==> config.mk <==
export PLATFORM = sky130hd
export DESIGN_NAME = tile_occupancy_reducer_core_flat
export DESIGN_NICKNAME = d
export VERILOG_FILES = /design/src/design/toc_pkg.sv /design/src/design/toc_if.sv /design/src/design/tile_occupancy_reducer_core.sv /design/src/design/toc_pos.sv /design/src/design/toc_flag_ram.sv /design/src/design/toc_out_fifo.sv /design/src/flat_wrapper.sv
export SDC_FILE = /design/constraint.sdc
export NUM_CORES = 2
export LEC_CHECK = 0
export ABC_CLOCK_PERIOD_IN_PS = 78800
export BUFFER_PORTS_ARGS = -buffer_cell sky130_fd_sc_hd__buf_2
export CORE_UTILIZATION = 52
export CTS_CLUSTER_SIZE = 14
export DETAILED_ROUTE_END_ITERATION = 8
export GPL_ROUTABILITY_DRIVEN = 0
export PLACE_DENSITY = 0.68
export SYNTH_ARGS = -nofsm -noshare
export SYNTH_HDL_FRONTEND = slang
export SYNTH_SLANG_ARGS = --single-unit
==> constraint.sdc <==
create_clock -name clk -period 78.8 [get_ports clk]
set_clock_uncertainty 0.1 [all_clocks]
set_input_delay 7.88 -clock clk [delete_from_list [all_inputs] [get_ports clk]]
set_output_delay 7.88 -clock clk [all_outputs]
set_load 0.03 [all_outputs]
==> src/design/toc_pkg.sv <==
// Shared types, widths, register codes and clamp helpers of the tile occupancy reducer.
// No dependencies; every other file of the block uses this package.
`default_nettype none

package toc_pkg;

    localparam int PIX_W       = 8;
    localparam int COORD_W     = 10;
    localparam int DIM_W       = 11;
    localparam int TILE_W      = 9;
    localparam int OFF_W       = 8;
    localparam int CFG_IDX_W   = 2;
    localparam int STORE_DEPTH = 1024;
    localparam int TC_W        = $clog2(STORE_DEPTH);
    localparam int FIFO_DEPTH  = 3;
    localparam int FIFO_PTR_W  = 2;
    localparam int FIFO_CNT_W  = 2;

    localparam int MAX_WIDTH   = 1024;
    localparam int MAX_HEIGHT  = 1024;
    localparam int FIELD_LIMIT = 1024;
    localparam int WIDTH_LIMIT  = (MAX_WIDTH < FIELD_LIMIT) ? MAX_WIDTH : FIELD_LIMIT;
    localparam int HEIGHT_LIMIT = (MAX_HEIGHT < FIELD_LIMIT) ? MAX_HEIGHT : FIELD_LIMIT;
    localparam int TILE_LIMIT  = 256;

    localparam logic [DIM_W-1:0]  WIDTH_RESET  = DIM_W'(640);
    localparam logic [DIM_W-1:0]  HEIGHT_RESET = DIM_W'(480);
    localparam logic [TILE_W-1:0] TILE_RESET   = TILE_W'(8);

    typedef enum logic [CFG_IDX_W-1:0] {
        REG_IMAGE_WIDTH  = 2'd0,
        REG_IMAGE_HEIGHT = 2'd1,
        REG_TILE_SIZE    = 2'd2
    } toc_reg_t;

    // One accepted pixel, as it leaves the position counters
    typedef struct packed {
        logic [TC_W-1:0]    tc;
        logic               first;
        logic               black;
        logic               emit;
        logic [COORD_W-1:0] origin_x;
        logic [COORD_W-1:0] origin_y;
        logic               last;
    } toc_step_t;

    typedef struct packed {
        logic [COORD_W-1:0] origin_x;
        logic [COORD_W-1:0] origin_y;
        logic               occupied;
        logic               last_tile;
    } toc_result_t;

    function automatic logic [DIM_W-1:0] clamp_dim(input logic [DIM_W-1:0] v,
                                                   input logic [DIM_W-1:0] hi);
        logic [DIM_W-1:0] r;
        r = v;
        if (v == '0)
            r = DIM_W'(1);
        else if (v > hi)
            r = hi;
        return r;
    endfunction

    function automatic logic [TILE_W-1:0] clamp_tile(input logic [TILE_W-1:0] v);
        logic [TILE_W-1:0] r;
        r = v;
        if (v == '0)
            r = TILE_W'(1);
        else if (v > TILE_W'(TILE_LIMIT))
            r = TILE_W'(TILE_LIMIT);
        return r;
    endfunction

endpackage

`default_nettype wire

==> src/design/toc_if.sv <==
// Valid/ready channel interfaces: pixel input and tile result output.
// Depends on toc_pkg for field widths.
`default_nettype none

interface toc_pix_if;
    logic                      valid;
    logic                      ready;
    logic [toc_pkg::PIX_W-1:0] pixel_value;

    modport source (output valid, output pixel_value, input ready);
    modport sink   (input valid, input pixel_value, output ready);
endinterface

interface toc_tile_if;
    logic                        valid;
    logic                        ready;
    logic [toc_pkg::COORD_W-1:0] tile_origin_x;
    logic [toc_pkg::COORD_W-1:0] tile_origin_y;
    logic                        occupied;
    logic                        last_tile;

    modport source (output valid, output tile_origin_x, output tile_origin_y,
                    output occupied, output last_tile, input ready);
    modport sink   (input valid, input tile_origin_x, input tile_origin_y,
                    input occupied, input last_tile, output ready);
endinterface

`default_nettype wire

==> src/design/tile_occupancy_reducer_core.sv <==
// Channel  Dir  Payload                                        Transaction
// pixel    in   pixel_value[7:0]                               valid & ready
// tile     out  tile_origin_x/y[9:0], occupied, last_tile      valid & ready
// cfg      in   cfg_index[1:0], cfg_data[10:0]                 cfg_we
//
// One pixel per cycle. A pixel's flag read issues on acceptance, the tile column flag
// is merged and written back in the cycle after, and a same-column write in flight is
// forwarded. A result enters the output queue in the cycle after its closing pixel is taken.
// Input stalls while the three-entry output queue is full, or holds two while one is pushed.
// Reset restores the register defaults and the frame origin; the flag store is not cleared.
// Depends on toc_pkg, toc_if, toc_pos, toc_flag_ram and toc_out_fifo.
`default_nettype none

module tile_occupancy_reducer_core (
    input  wire logic                          clk,
    input  wire logic                          rst_n,
    input  wire logic                          cfg_we,
    input  wire logic [toc_pkg::CFG_IDX_W-1:0] cfg_index,
    input  wire logic [toc_pkg::DIM_W-1:0]     cfg_data,
    toc_pix_if.sink                            pixel,
    toc_tile_if.source                         tile
);
    import toc_pkg::*;

    logic [DIM_W-1:0]  width_reg, width_next;
    logic [DIM_W-1:0]  height_reg, height_next;
    logic [TILE_W-1:0] tile_reg, tile_next;

    toc_step_t step;
    toc_step_t s1_reg;
    logic      s1_valid_reg;
    logic      fwd_reg;
    logic      fwd_flag_reg;

    logic                  accept;
    logic                  in_ready;
    logic                  rd_data;
    logic                  old_flag;
    logic                  new_flag;
    logic                  push;
    logic                  pop;
    logic [FIFO_CNT_W-1:0] fifo_count;
    toc_result_t           result;

    always_comb
    begin
        width_next  = width_reg;
        height_next = height_reg;
        tile_next   = tile_reg;
        if (cfg_we)
        begin
            unique case (cfg_index)
                REG_IMAGE_WIDTH:  width_next  = cfg_data;
                REG_IMAGE_HEIGHT: height_next = cfg_data;
                REG_TILE_SIZE:    tile_next   = cfg_data[TILE_W-1:0];
                default:          ;
            endcase
        end
    end

    always_ff @(posedge clk or negedge rst_n)
    begin
        if (!rst_n)
        begin
            width_reg  <= WIDTH_RESET;
            height_reg <= HEIGHT_RESET;
            tile_reg   <= TILE_RESET;
        end
        else
        begin
            width_reg  <= width_next;
            height_reg <= height_next;
            tile_reg   <= tile_next;
        end
    end

    // Leave room for the result in stage one and one more
    assign in_ready    = (fifo_count < FIFO_CNT_W'(2)) ||
                         (fifo_count == FIFO_CNT_W'(2) && !push);
    assign pixel.ready = in_ready;
    assign accept      = pixel.valid && in_ready;

    toc_pos u_pos (
        .clk         (clk),
        .rst_n       (rst_n),
        .restart     (cfg_we),
        .advance     (accept),
        .pixel_value (pixel.pixel_value),
        .width       (clamp_dim(width_reg, DIM_W'(WIDTH_LIMIT))),
        .height      (clamp_dim(height_reg, DIM_W'(HEIGHT_LIMIT))),
        .tile        (clamp_tile(tile_reg)),
        .step        (step)
    );

    toc_flag_ram u_ram (
        .clk     (clk),
        .rd_en   (accept),
        .rd_addr (step.tc),
        .rd_data (rd_data),
        .wr_en   (s1_valid_reg),
        .wr_addr (s1_reg.tc),
        .wr_data (new_flag)
    );

    always_comb
    begin
        old_flag        = fwd_reg ? fwd_flag_reg : rd_data;
        new_flag        = s1_reg.first ? s1_reg.black : (old_flag || s1_reg.black);
        push            = s1_valid_reg && s1_reg.emit;
        result.origin_x = s1_reg.origin_x;
        result.origin_y = s1_reg.origin_y;
        result.occupied = new_flag;
        result.last_tile = s1_reg.last;
    end

    always_ff @(posedge clk)
    begin
        if (accept)
        begin
            s1_reg       <= step;
            fwd_flag_reg <= new_flag;
        end
    end

    // Forward the flag being written when the next pixel reads the same column
    always_ff @(posedge clk or negedge rst_n)
    begin
        if (!rst_n)
        begin
            s1_valid_reg <= 1'b0;
            fwd_reg      <= 1'b0;
        end
        else
        begin
            s1_valid_reg <= accept;
            if (accept)
                fwd_reg <= s1_valid_reg && (s1_reg.tc == step.tc);
        end
    end

    toc_out_fifo u_fifo (
        .clk       (clk),
        .rst_n     (rst_n),
        .push      (push),
        .push_data (result),
        .count     (fifo_count),
        .pop       (pop),
        .tile      (tile)
    );

    a_no_overflow: assert property (@(posedge clk) disable iff (!rst_n)
        (push && !pop) |-> (fifo_count != FIFO_CNT_W'(FIFO_DEPTH)))
        else $error("result queue overflow");

    a_fwd_same_column: assert property (@(posedge clk) disable iff (!rst_n)
        (accept && s1_valid_reg && s1_reg.tc == step.tc) |=> fwd_reg)
        else $error("missing flag forward on same tile column");

    a_count_bound: assert property (@(posedge clk) disable iff (!rst_n)
        fifo_count <= FIFO_CNT_W'(FIFO_DEPTH))
        else $error("result queue count out of range");

    a_stage_follows_accept: assert property (@(posedge clk) disable iff (!rst_n)
        accept |=> s1_valid_reg)
        else $error("accepted pixel lost before flag merge");

endmodule

`default_nettype wire

==> src/design/toc_pos.sv <==
// Raster position counters: pixel, in-tile offset and tile column of the next pixel.
// Depends on toc_pkg; produces the per-pixel step record for the flag pipeline.
`default_nettype none

module toc_pos (
    input  wire logic                        clk,
    input  wire logic                        rst_n,
    input  wire logic                        restart,
    input  wire logic                        advance,
    input  wire logic [toc_pkg::PIX_W-1:0]   pixel_value,
    input  wire logic [toc_pkg::DIM_W-1:0]   width,
    input  wire logic [toc_pkg::DIM_W-1:0]   height,
    input  wire logic [toc_pkg::TILE_W-1:0]  tile,
    output toc_pkg::toc_step_t               step
);
    import toc_pkg::*;

    logic [COORD_W-1:0] x_reg, x_next;
    logic [COORD_W-1:0] y_reg, y_next;
    logic [OFF_W-1:0]   ox_reg, ox_next;
    logic [OFF_W-1:0]   oy_reg, oy_next;
    logic [TC_W-1:0]    tc_reg, tc_next;

    logic [DIM_W-1:0]  x_inc, y_inc;
    logic [TILE_W-1:0] ox_inc, oy_inc;
    logic row_end, col_end, tx_end, ty_end;

    always_comb
    begin
        x_inc   = {1'b0, x_reg} + DIM_W'(1);
        y_inc   = {1'b0, y_reg} + DIM_W'(1);
        ox_inc  = {1'b0, ox_reg} + TILE_W'(1);
        oy_inc  = {1'b0, oy_reg} + TILE_W'(1);
        row_end = x_inc >= width;
        col_end = y_inc >= height;
        tx_end  = ox_inc >= tile;
        ty_end  = oy_inc >= tile;

        step.tc       = tc_reg;
        step.first    = (ox_reg == '0) && (oy_reg == '0);
        step.black    = pixel_value == '0;
        step.emit     = (tx_end || row_end) && (ty_end || col_end);
        step.origin_x = x_reg - {{(COORD_W-OFF_W){1'b0}}, ox_reg};
        step.origin_y = y_reg - {{(COORD_W-OFF_W){1'b0}}, oy_reg};
        step.last     = row_end && col_end;
    end

    always_comb
    begin
        x_next  = x_reg;
        y_next  = y_reg;
        ox_next = ox_reg;
        oy_next = oy_reg;
        tc_next = tc_reg;
        if (restart)
        begin
            x_next  = '0;
            y_next  = '0;
            ox_next = '0;
            oy_next = '0;
            tc_next = '0;
        end
        else if (advance)
        begin
            if (row_end)
            begin
                x_next  = '0;
                ox_next = '0;
                tc_next = '0;
                if (col_end)
                begin
                    y_next  = '0;
                    oy_next = '0;
                end
                else
                begin
                    y_next  = y_inc[COORD_W-1:0];
                    oy_next = ty_end ? '0 : oy_inc[OFF_W-1:0];
                end
            end
            else
            begin
                x_next = x_inc[COORD_W-1:0];
                if (tx_end)
                begin
                    ox_next = '0;
                    tc_next = tc_reg + TC_W'(1);
                end
                else
                begin
                    ox_next = ox_inc[OFF_W-1:0];
                end
            end
        end
    end

    always_ff @(posedge clk or negedge rst_n)
    begin
        if (!rst_n)
        begin
            x_reg  <= '0;
            y_reg  <= '0;
            ox_reg <= '0;
            oy_reg <= '0;
            tc_reg <= '0;
        end
        else
        begin
            x_reg  <= x_next;
            y_reg  <= y_next;
            ox_reg <= ox_next;
            oy_reg <= oy_next;
            tc_reg <= tc_next;
        end
    end

endmodule

`default_nettype wire

==> src/design/toc_flag_ram.sv <==
// Per tile column occupancy flag store: one write and one registered read port.
// Depends on toc_pkg for depth and address width.
`default_nettype none

module toc_flag_ram (
    input  wire logic                      clk,
    input  wire logic                      rd_en,
    input  wire logic [toc_pkg::TC_W-1:0]  rd_addr,
    output logic                           rd_data,
    input  wire logic                      wr_en,
    input  wire logic [toc_pkg::TC_W-1:0]  wr_addr,
    input  wire logic                      wr_data
);
    import toc_pkg::*;

    logic mem [STORE_DEPTH];
    logic rd_data_reg;

    always_ff @(posedge clk)
    begin
        if (wr_en)
            mem[wr_addr] <= wr_data;
    end

    // Read returns the old contents on a same-address write; the caller forwards
    always_ff @(posedge clk)
    begin
        if (rd_en)
            rd_data_reg <= mem[rd_addr];
    end

    assign rd_data = rd_data_reg;

endmodule

`default_nettype wire

==> src/design/toc_out_fifo.sv <==
// Three-entry result queue that drives the tile output channel.
// Depends on toc_pkg and the toc_tile_if interface.
`default_nettype none

module toc_out_fifo (
    input  wire logic                              clk,
    input  wire logic                              rst_n,
    input  wire logic                              push,
    input  toc_pkg::toc_result_t                   push_data,
    output logic [toc_pkg::FIFO_CNT_W-1:0]         count,
    output logic                                   pop,
    toc_tile_if.source                             tile
);
    import toc_pkg::*;

    toc_result_t           mem [FIFO_DEPTH];
    logic [FIFO_PTR_W-1:0] wr_ptr_reg, wr_ptr_next;
    logic [FIFO_PTR_W-1:0] rd_ptr_reg, rd_ptr_next;
    logic [FIFO_CNT_W-1:0] cnt_reg, cnt_next;
    toc_result_t           head;

    function automatic logic [FIFO_PTR_W-1:0] wrap_inc(input logic [FIFO_PTR_W-1:0] p);
        return (p == FIFO_PTR_W'(FIFO_DEPTH - 1)) ? '0 : p + FIFO_PTR_W'(1);
    endfunction

    assign pop  = tile.valid && tile.ready;
    assign head = mem[rd_ptr_reg];

    always_comb
    begin
        tile.valid         = cnt_reg != '0;
        tile.tile_origin_x = head.origin_x;
        tile.tile_origin_y = head.origin_y;
        tile.occupied      = head.occupied;
        tile.last_tile     = head.last_tile;
        count              = cnt_reg;
    end

    always_comb
    begin
        wr_ptr_next = push ? wrap_inc(wr_ptr_reg) : wr_ptr_reg;
        rd_ptr_next = pop ? wrap_inc(rd_ptr_reg) : rd_ptr_reg;
        cnt_next    = cnt_reg + FIFO_CNT_W'(push) - FIFO_CNT_W'(pop);
    end

    always_ff @(posedge clk)
    begin
        if (push)
            mem[wr_ptr_reg] <= push_data;
    end

    always_ff @(posedge clk or negedge rst_n)
    begin
        if (!rst_n)
        begin
            wr_ptr_reg <= '0;
            rd_ptr_reg <= '0;
            cnt_reg    <= '0;
        end
        else
        begin
            wr_ptr_reg <= wr_ptr_next;
            rd_ptr_reg <= rd_ptr_next;
            cnt_reg    <= cnt_next;
        end
    end

endmodule

`default_nettype wire

==> src/flat_wrapper.sv <==
// flat-port wrapper written by rule: the top's interface ports become plain ports
module tile_occupancy_reducer_core_flat import toc_pkg::*;
  (clk, rst_n, cfg_we, cfg_index, cfg_data, pixel_valid, pixel_pixel_value, pixel_ready, tile_valid, tile_tile_origin_x, tile_tile_origin_y, tile_occupied, tile_last_tile, tile_ready);
  toc_pix_if pixel_i ();
  toc_tile_if tile_i ();
  input  wire logic clk;
  input  wire logic rst_n;
  input  wire logic cfg_we;
  input  wire logic [toc_pkg::CFG_IDX_W-1:0] cfg_index;
  input  wire logic [toc_pkg::DIM_W-1:0] cfg_data;
  input wire logic [$bits(pixel_i.valid)-1:0] pixel_valid;
  input wire logic [$bits(pixel_i.pixel_value)-1:0] pixel_pixel_value;
  output wire logic [$bits(pixel_i.ready)-1:0] pixel_ready;
  output wire logic [$bits(tile_i.valid)-1:0] tile_valid;
  output wire logic [$bits(tile_i.tile_origin_x)-1:0] tile_tile_origin_x;
  output wire logic [$bits(tile_i.tile_origin_y)-1:0] tile_tile_origin_y;
  output wire logic [$bits(tile_i.occupied)-1:0] tile_occupied;
  output wire logic [$bits(tile_i.last_tile)-1:0] tile_last_tile;
  input wire logic [$bits(tile_i.ready)-1:0] tile_ready;
  assign pixel_i.valid = pixel_valid;
  assign pixel_i.pixel_value = pixel_pixel_value;
  assign pixel_ready = pixel_i.ready;
  assign tile_valid = tile_i.valid;
  assign tile_tile_origin_x = tile_i.tile_origin_x;
  assign tile_tile_origin_y = tile_i.tile_origin_y;
  assign tile_occupied = tile_i.occupied;
  assign tile_last_tile = tile_i.last_tile;
  assign tile_i.ready = tile_ready;
  tile_occupancy_reducer_core u_core (.clk(clk), .rst_n(rst_n), .cfg_we(cfg_we), .cfg_index(cfg_index), .cfg_data(cfg_data), .pixel(pixel_i), .tile(tile_i));
endmodule
Word-level counts from Yosys, hierarchy flattened --
Memory sizes are Yosys's and may differ from the RTL's. A register that Yosys moved wholly into a read port is not among the register bits. Cells that the tools add are included.
Word-level totals: register bits after elaboration 120, memory bits (writable) 1090, word-level logic and storage cells 111, memories 2
Memories:
- u_core.u_ram.mem | words 1024, bits a word 1, rd ports 1, clocked after Yosys merged registers in 1, wr ports 1, RTL line toc_flag_ram.sv:16 | logic mem [STORE_DEPTH];
- u_core.u_fifo.mem | words 3, bits a word 22, rd ports 1, clocked after Yosys merged registers in 0, wr ports 1, RTL line toc_out_fifo.sv:16 | toc_result_t mem [FIFO_DEPTH];
Cells by class: $add $sub $neg 11, $lt $le $gt $ge 8, equality and inequality tests 6, muxes and demuxes 34, reduce and logical (&&, ||, !) cells 29
Operators with widths (number):
- 10-bit two-way mux | 11
- 8-bit two-way mux | 9
- 11-bit two-way mux | 4
- 8-bit logical NOT | 3
- 10-bit by 1-bit adder with 11-bit output, second input constant | 2
- 11-bit >= comparator | 2
- 11-bit > comparator, second input constant | 2
- 11-bit logical NOT | 2
- 10-bit by 8-bit subtractor with 10-bit output | 2
- 8-bit by 1-bit adder with 9-bit output, second input constant | 2
- 9-bit >= comparator | 2
- 9-bit two-way mux | 2
- 10-bit by 1-bit adder with 10-bit output, second input constant | 1
- 10-bit == test | 1
- 2-bit AND reduction | 5
- 9-bit > comparator, second input constant | 1
- 9-bit logical NOT | 1
- 2-bit == test, second input constant | 4
- 1-bit logical AND | 8
- 1-bit two-way mux | 6
- 2-bit nonzero test | 3
- 2-bit by 1-bit adder with 2-bit output, second input constant | 2
- 1-bit logical OR | 4
- 2-bit two-way mux | 2
- other kinds (7) | 7

Depth between registers and ports, before layout --
depth after elaboration 9, depth in mapped cells 15, mapped depth without buffers 14

Modules after synthesis --
From an unflattened synthesis, not the netlist that was laid out.
Second synthesis, totals: cell total of the unflattened synthesis 3962, area total of the unflattened synthesis 54492.3 µm²
By module, submodules not included:
- toc_flag_ram | times used 1, cells an instance 3112, area an instance 44666.6 µm², seq. area each 30779.5 µm²
- toc_pos | times used 1, cells an instance 508, area an instance 4341.7 µm², seq. area each 1151.1 µm²
- toc_out_fifo | times used 1, cells an instance 166, area an instance 2762.6 µm², seq. area each 2132.0 µm²
- tile_occupancy_reducer_core | times used 1, cells an instance 176, area an instance 2721.4 µm², seq. area each 1885.6 µm²

Worst setup path before layout --
No wires, ideal clock.
path type register -> register, start point register u_core.fwd_reg, end point register u_core.fwd_flag_reg, data pin, setup time 5407 ps, data arrival time 26517 ps, path slack 46775 ps, cell stages (with the launch flop) 3, buffers on the path 0, period minus slack after synthesis 32025 ps, cells stage by stage dfrtp_1 > mux2i_1 > o21bai_1
On the way: longest elaborated chain between the ends 3
RTL lines:
- start: declaration | RTL line tile_occupancy_reducer_core.sv:32 | logic fwd_reg;
- start signal: assignment | RTL line tile_occupancy_reducer_core.sv:137 | fwd_reg <= s1_valid_reg && (s1_reg.tc == step.tc);
- 1-bit two-way mux | RTL line tile_occupancy_reducer_core.sv:107 | old_flag = fwd_reg ? fwd_flag_reg : rd_data;
- 1-bit logical OR | RTL line tile_occupancy_reducer_core.sv:108 | new_flag = s1_reg.first ? s1_reg.black : (old_flag || s1_reg.black);
- 1-bit two-way mux | RTL line tile_occupancy_reducer_core.sv:108
- named net u_core.new_flag | RTL line tile_occupancy_reducer_core.sv:39 | logic new_flag;
- end signal: assignment | RTL line tile_occupancy_reducer_core.sv:121 | fwd_flag_reg <= new_flag;
- end: declaration | RTL line tile_occupancy_reducer_core.sv:33 | logic fwd_flag_reg;
The timed path passes the listed nets, and every way through them passes these cells. A chain may end at the register's enable or synchronous reset.

Worst setup path in the final report --
start point register u_core.u_fifo.rd_ptr_reg[0], end point output port tile_tile_origin_x[1]
On the way: longest elaborated chain between the ends 1
RTL lines:
- start: declaration | RTL line toc_out_fifo.sv:18 | logic [FIFO_PTR_W-1:0] rd_ptr_reg, rd_ptr_next;
- start signal: assignment | RTL line toc_out_fifo.sv:63 | rd_ptr_reg <= rd_ptr_next;
- memory read 3 x 22 bit
- end: declaration | RTL line flat_wrapper.sv:15 | output wire logic [$bits(tile_i.tile_origin_x)-1:0] tile_tile_origin_x;
No other way between the ends.

==> impl_metrics.yaml <==
clock_tree:
  clockRootBuffer: "clkbuf_16"
  postCtsHoldBufs: 0
  cts_setup_buffers: 0
  cts_resized: 0
  clock-sinks: 1211
  h-tree-depth: 3
  cts_tree: "yes"
  clk_latency_ns: 0.73
  clk_pin_slew_ns: 0.06
  numCtsBuffers: 120
  clockBufferDepth: 3
global_routing:
  grt_pass1_vias: 31400
  antenna_found_initial: 2
  grt_start_max_net_pins: 264
  grt_usage: 0.264
  grt-ovfl-total: 0
  grt_pass1_wl_um: 201000
timing:
  setup_slack_ns: 68.36
  post-route-period-util: 0.132
  layout_min_cycle_time_ns: 10.44
  hold_viol: 0
  rsz0062_at_grt: "no"
  setup_viol: 0
  finalSetupTns_ns: 0
  max_slew_margin: 0.175
  max_freq_mhz: 95.8
  slew_viol_final: 0
  tightest_slew_ns: 1.23
layout:
  finish.utilization: 0.578
  num-fill-cells: 7961
  regMostFlops: "u_core.u_ram.mem"
  drive_gt1_frac: 0.161
  nets: 3882
  mostFrequentLayoutCell: "edfxtp_1"
  largest_register_ffs: 1024
  diodes: 0
  syn2layout_area_growth_pct: 9.99
  layout_common_cells: "edfxtp_1, nor2_1, mux4_2"
  stdcell_count: 5263
floorplanning:
  die_w_um: 323
  die-area_um2: 104000
  io_pins: 50
  die_h_um: 323
  initial_core_util: 0.526
  rows: 117
  placeableCoreArea_um2: 102000
run:
  cap_viol_max_count: 0
worst_setup_path:
  path_class: "flip-flop to output pin"
  cp_data_required_time_ns: 70.82
  crit_arrival_ns: 2.46
  crit_path_start_kind: "flip-flop"
  crit_path_max_fanout: 24
  cp-end-kind: "output pin"
detailed_routing:
  wirelength_um: 137000
  routed-via-count: 32600
  wl_per_cell_um: 26.0
  viasPerCell: 6.19
  postRouteAntennaNets: 0
  drt_iter0_drc: 4170
  drc: 0
  drtPass1Iterations: 5
synthesis:
  yosys_register_bits: 1211
  syn_area_um2: 53600
  synth_fp_nets: 3974
  synth_cells: 3881
  synth_warnings: 0
  ys_seq_area_frac: 0.670
  syn_avg_cell_area_um2: 13.8
  async_flop_share: 0.0702
  synth_edf_count: 1126
  synth_ff_type: "edfxtp_1"
  ys_types: 63
placement:
  dp_cells: 5034
  portBuffers: 49
  dpl.hpwl_um: 73400
  pre_cts_ws_ns: 68.73
pwr:
  peakVddDrop_mv: 0.0216
  combPwrFrac: 0.207
  power.total_uw: 1780
  p_clk_frac: 0.328
  p_sw_uw: 508
  power_density_nw_per_um2: 30.1
  p_int_uw: 1270
  seqPwrFrac: 0.465
  p_leak_uw: 0.0182
  swShare: 0.286
outcome:
  status: "completed"
worst_hold_path:
  hp-class: "flip-flop to flip-flop"
==> power by group through the flow <==
stage	clock network (µW)	logic [µW]	registers [µW]
floorplan	0	274	943
global placement	0	362	839
detailed placement	0	366	840
CTS	589	367	826
global route	613	396	830
finish	583	367	827
==> critical path: stages (launching register included) <==
cell and delay, ns:
dfrtp_1 1.12, mux2i_1 0.17, o21ai_0 0.21, buf_2 0.24
==> path summary, 6_finish.rpt <==
kind / start / to / slack, ns / depth (start not counted)
max reg2reg: u_core.u_pos.tc_reg[0] / u_core.u_ram.rd_data / 73.00 / 10
min reg2reg: u_core.result[9] / u_core.u_fifo.mem[1][9] / 0.37 / 0
min in group asynchronous: rst_n / u_core.height_reg[10] / 7.04 / 1
min: u_core.result[9] / u_core.u_fifo.mem[1][9] / 0.37 / 0
max: u_core.u_fifo.rd_ptr_reg[0] / tile_tile_origin_x[1] / 68.36 / 3
max in group asynchronous: rst_n / u_core.u_pos.tc_reg[1] / 70.43 / 2
==> Yosys cell counts (5+ instances only) <==
cell type  number  area share
nand3_1        53      0.0049
nor3_1         23      0.0021
nand2b_1       18      0.0021
or4_1           5     0.00070
o21ai_0        74      0.0069
o22ai_1        26      0.0030
and3_1         11      0.0013
buf_2          20      0.0019
a21oi_1        65      0.0061
o211ai_1        6     0.00084
buf_1          61      0.0043
a21o_1         25      0.0035
a221oi_1       11      0.0018
buf_6          12      0.0025
nor2b_1        16      0.0019
nor4_1         10      0.0012
dfrtp_1        78       0.036
buf_4          16      0.0022
o221ai_1       22      0.0036
nor3b_1         8      0.0011
mux2_2         55       0.012
nand2_1       179       0.013
nand3b_1        5     0.00070
a211oi_1       24      0.0034
a22oi_1        38      0.0053
edfxtp_1     1126        0.63
mux4_2        216       0.091
ha_1           65       0.015
a31oi_1         6     0.00070
clkbuf_1      224       0.016
nor2_1       1071       0.075
nand4_1        12      0.0014
dfstp_2         7      0.0034
xnor2_1        43      0.0070
mux2i_1       110       0.021
a22o_1         27      0.0044
inv_1          41      0.0029
and2_1          5     0.00058
xor2_1         19      0.0031
==> metrics by stage <==
step	hold slack, ns	instance area (µm²)
after floorplan	0.323	53600
after global placement	0.351	55000
after detailed placement	0.355	55000
after CTS	0.369	59000
final	0.370	59000
after global routing	0.382	59000
==> kinds of logic after synthesis <==
group	Yosys count	share of synthesized area
buffers and inverters	378	0.0299
multiplexers	381	0.123
AND/OR/NAND/NOR	1433	0.108
adder cells (fa/ha/maj)	67	0.0159
flip-flops	1211	0.670
AO/OA/AOI/OAI	349	0.0434
XOR/XNOR	62	0.0101
==> routing by layer <==
metal	up-vias	wire [µm]	track usage
met3	285	12800	0.0433
met5	-	0	0
met2	1530	64700	0.420
met4	0	4490	0.0919
met1	16700	54800	0.370
li1	14000	-	-
==> area by class of cell <==
| cell class | count | area, µm² | share of cell area |
|---|---|---|---|
| clock buffer | 146 | 3120 | 0.0529 |
| inverter | 44 | 165 | 0.00280 |
| clock inverter | 82 | 868 | 0.0147 |
| timing repair buffer | 120 | 813 | 0.0138 |
| multi-input combinational | 2292 | 16400 | 0.277 |
| tap | 1368 | 1710 | 0.0290 |
| sequential | 1211 | 36000 | 0.609 |
(Power assumes the default switching activity.)
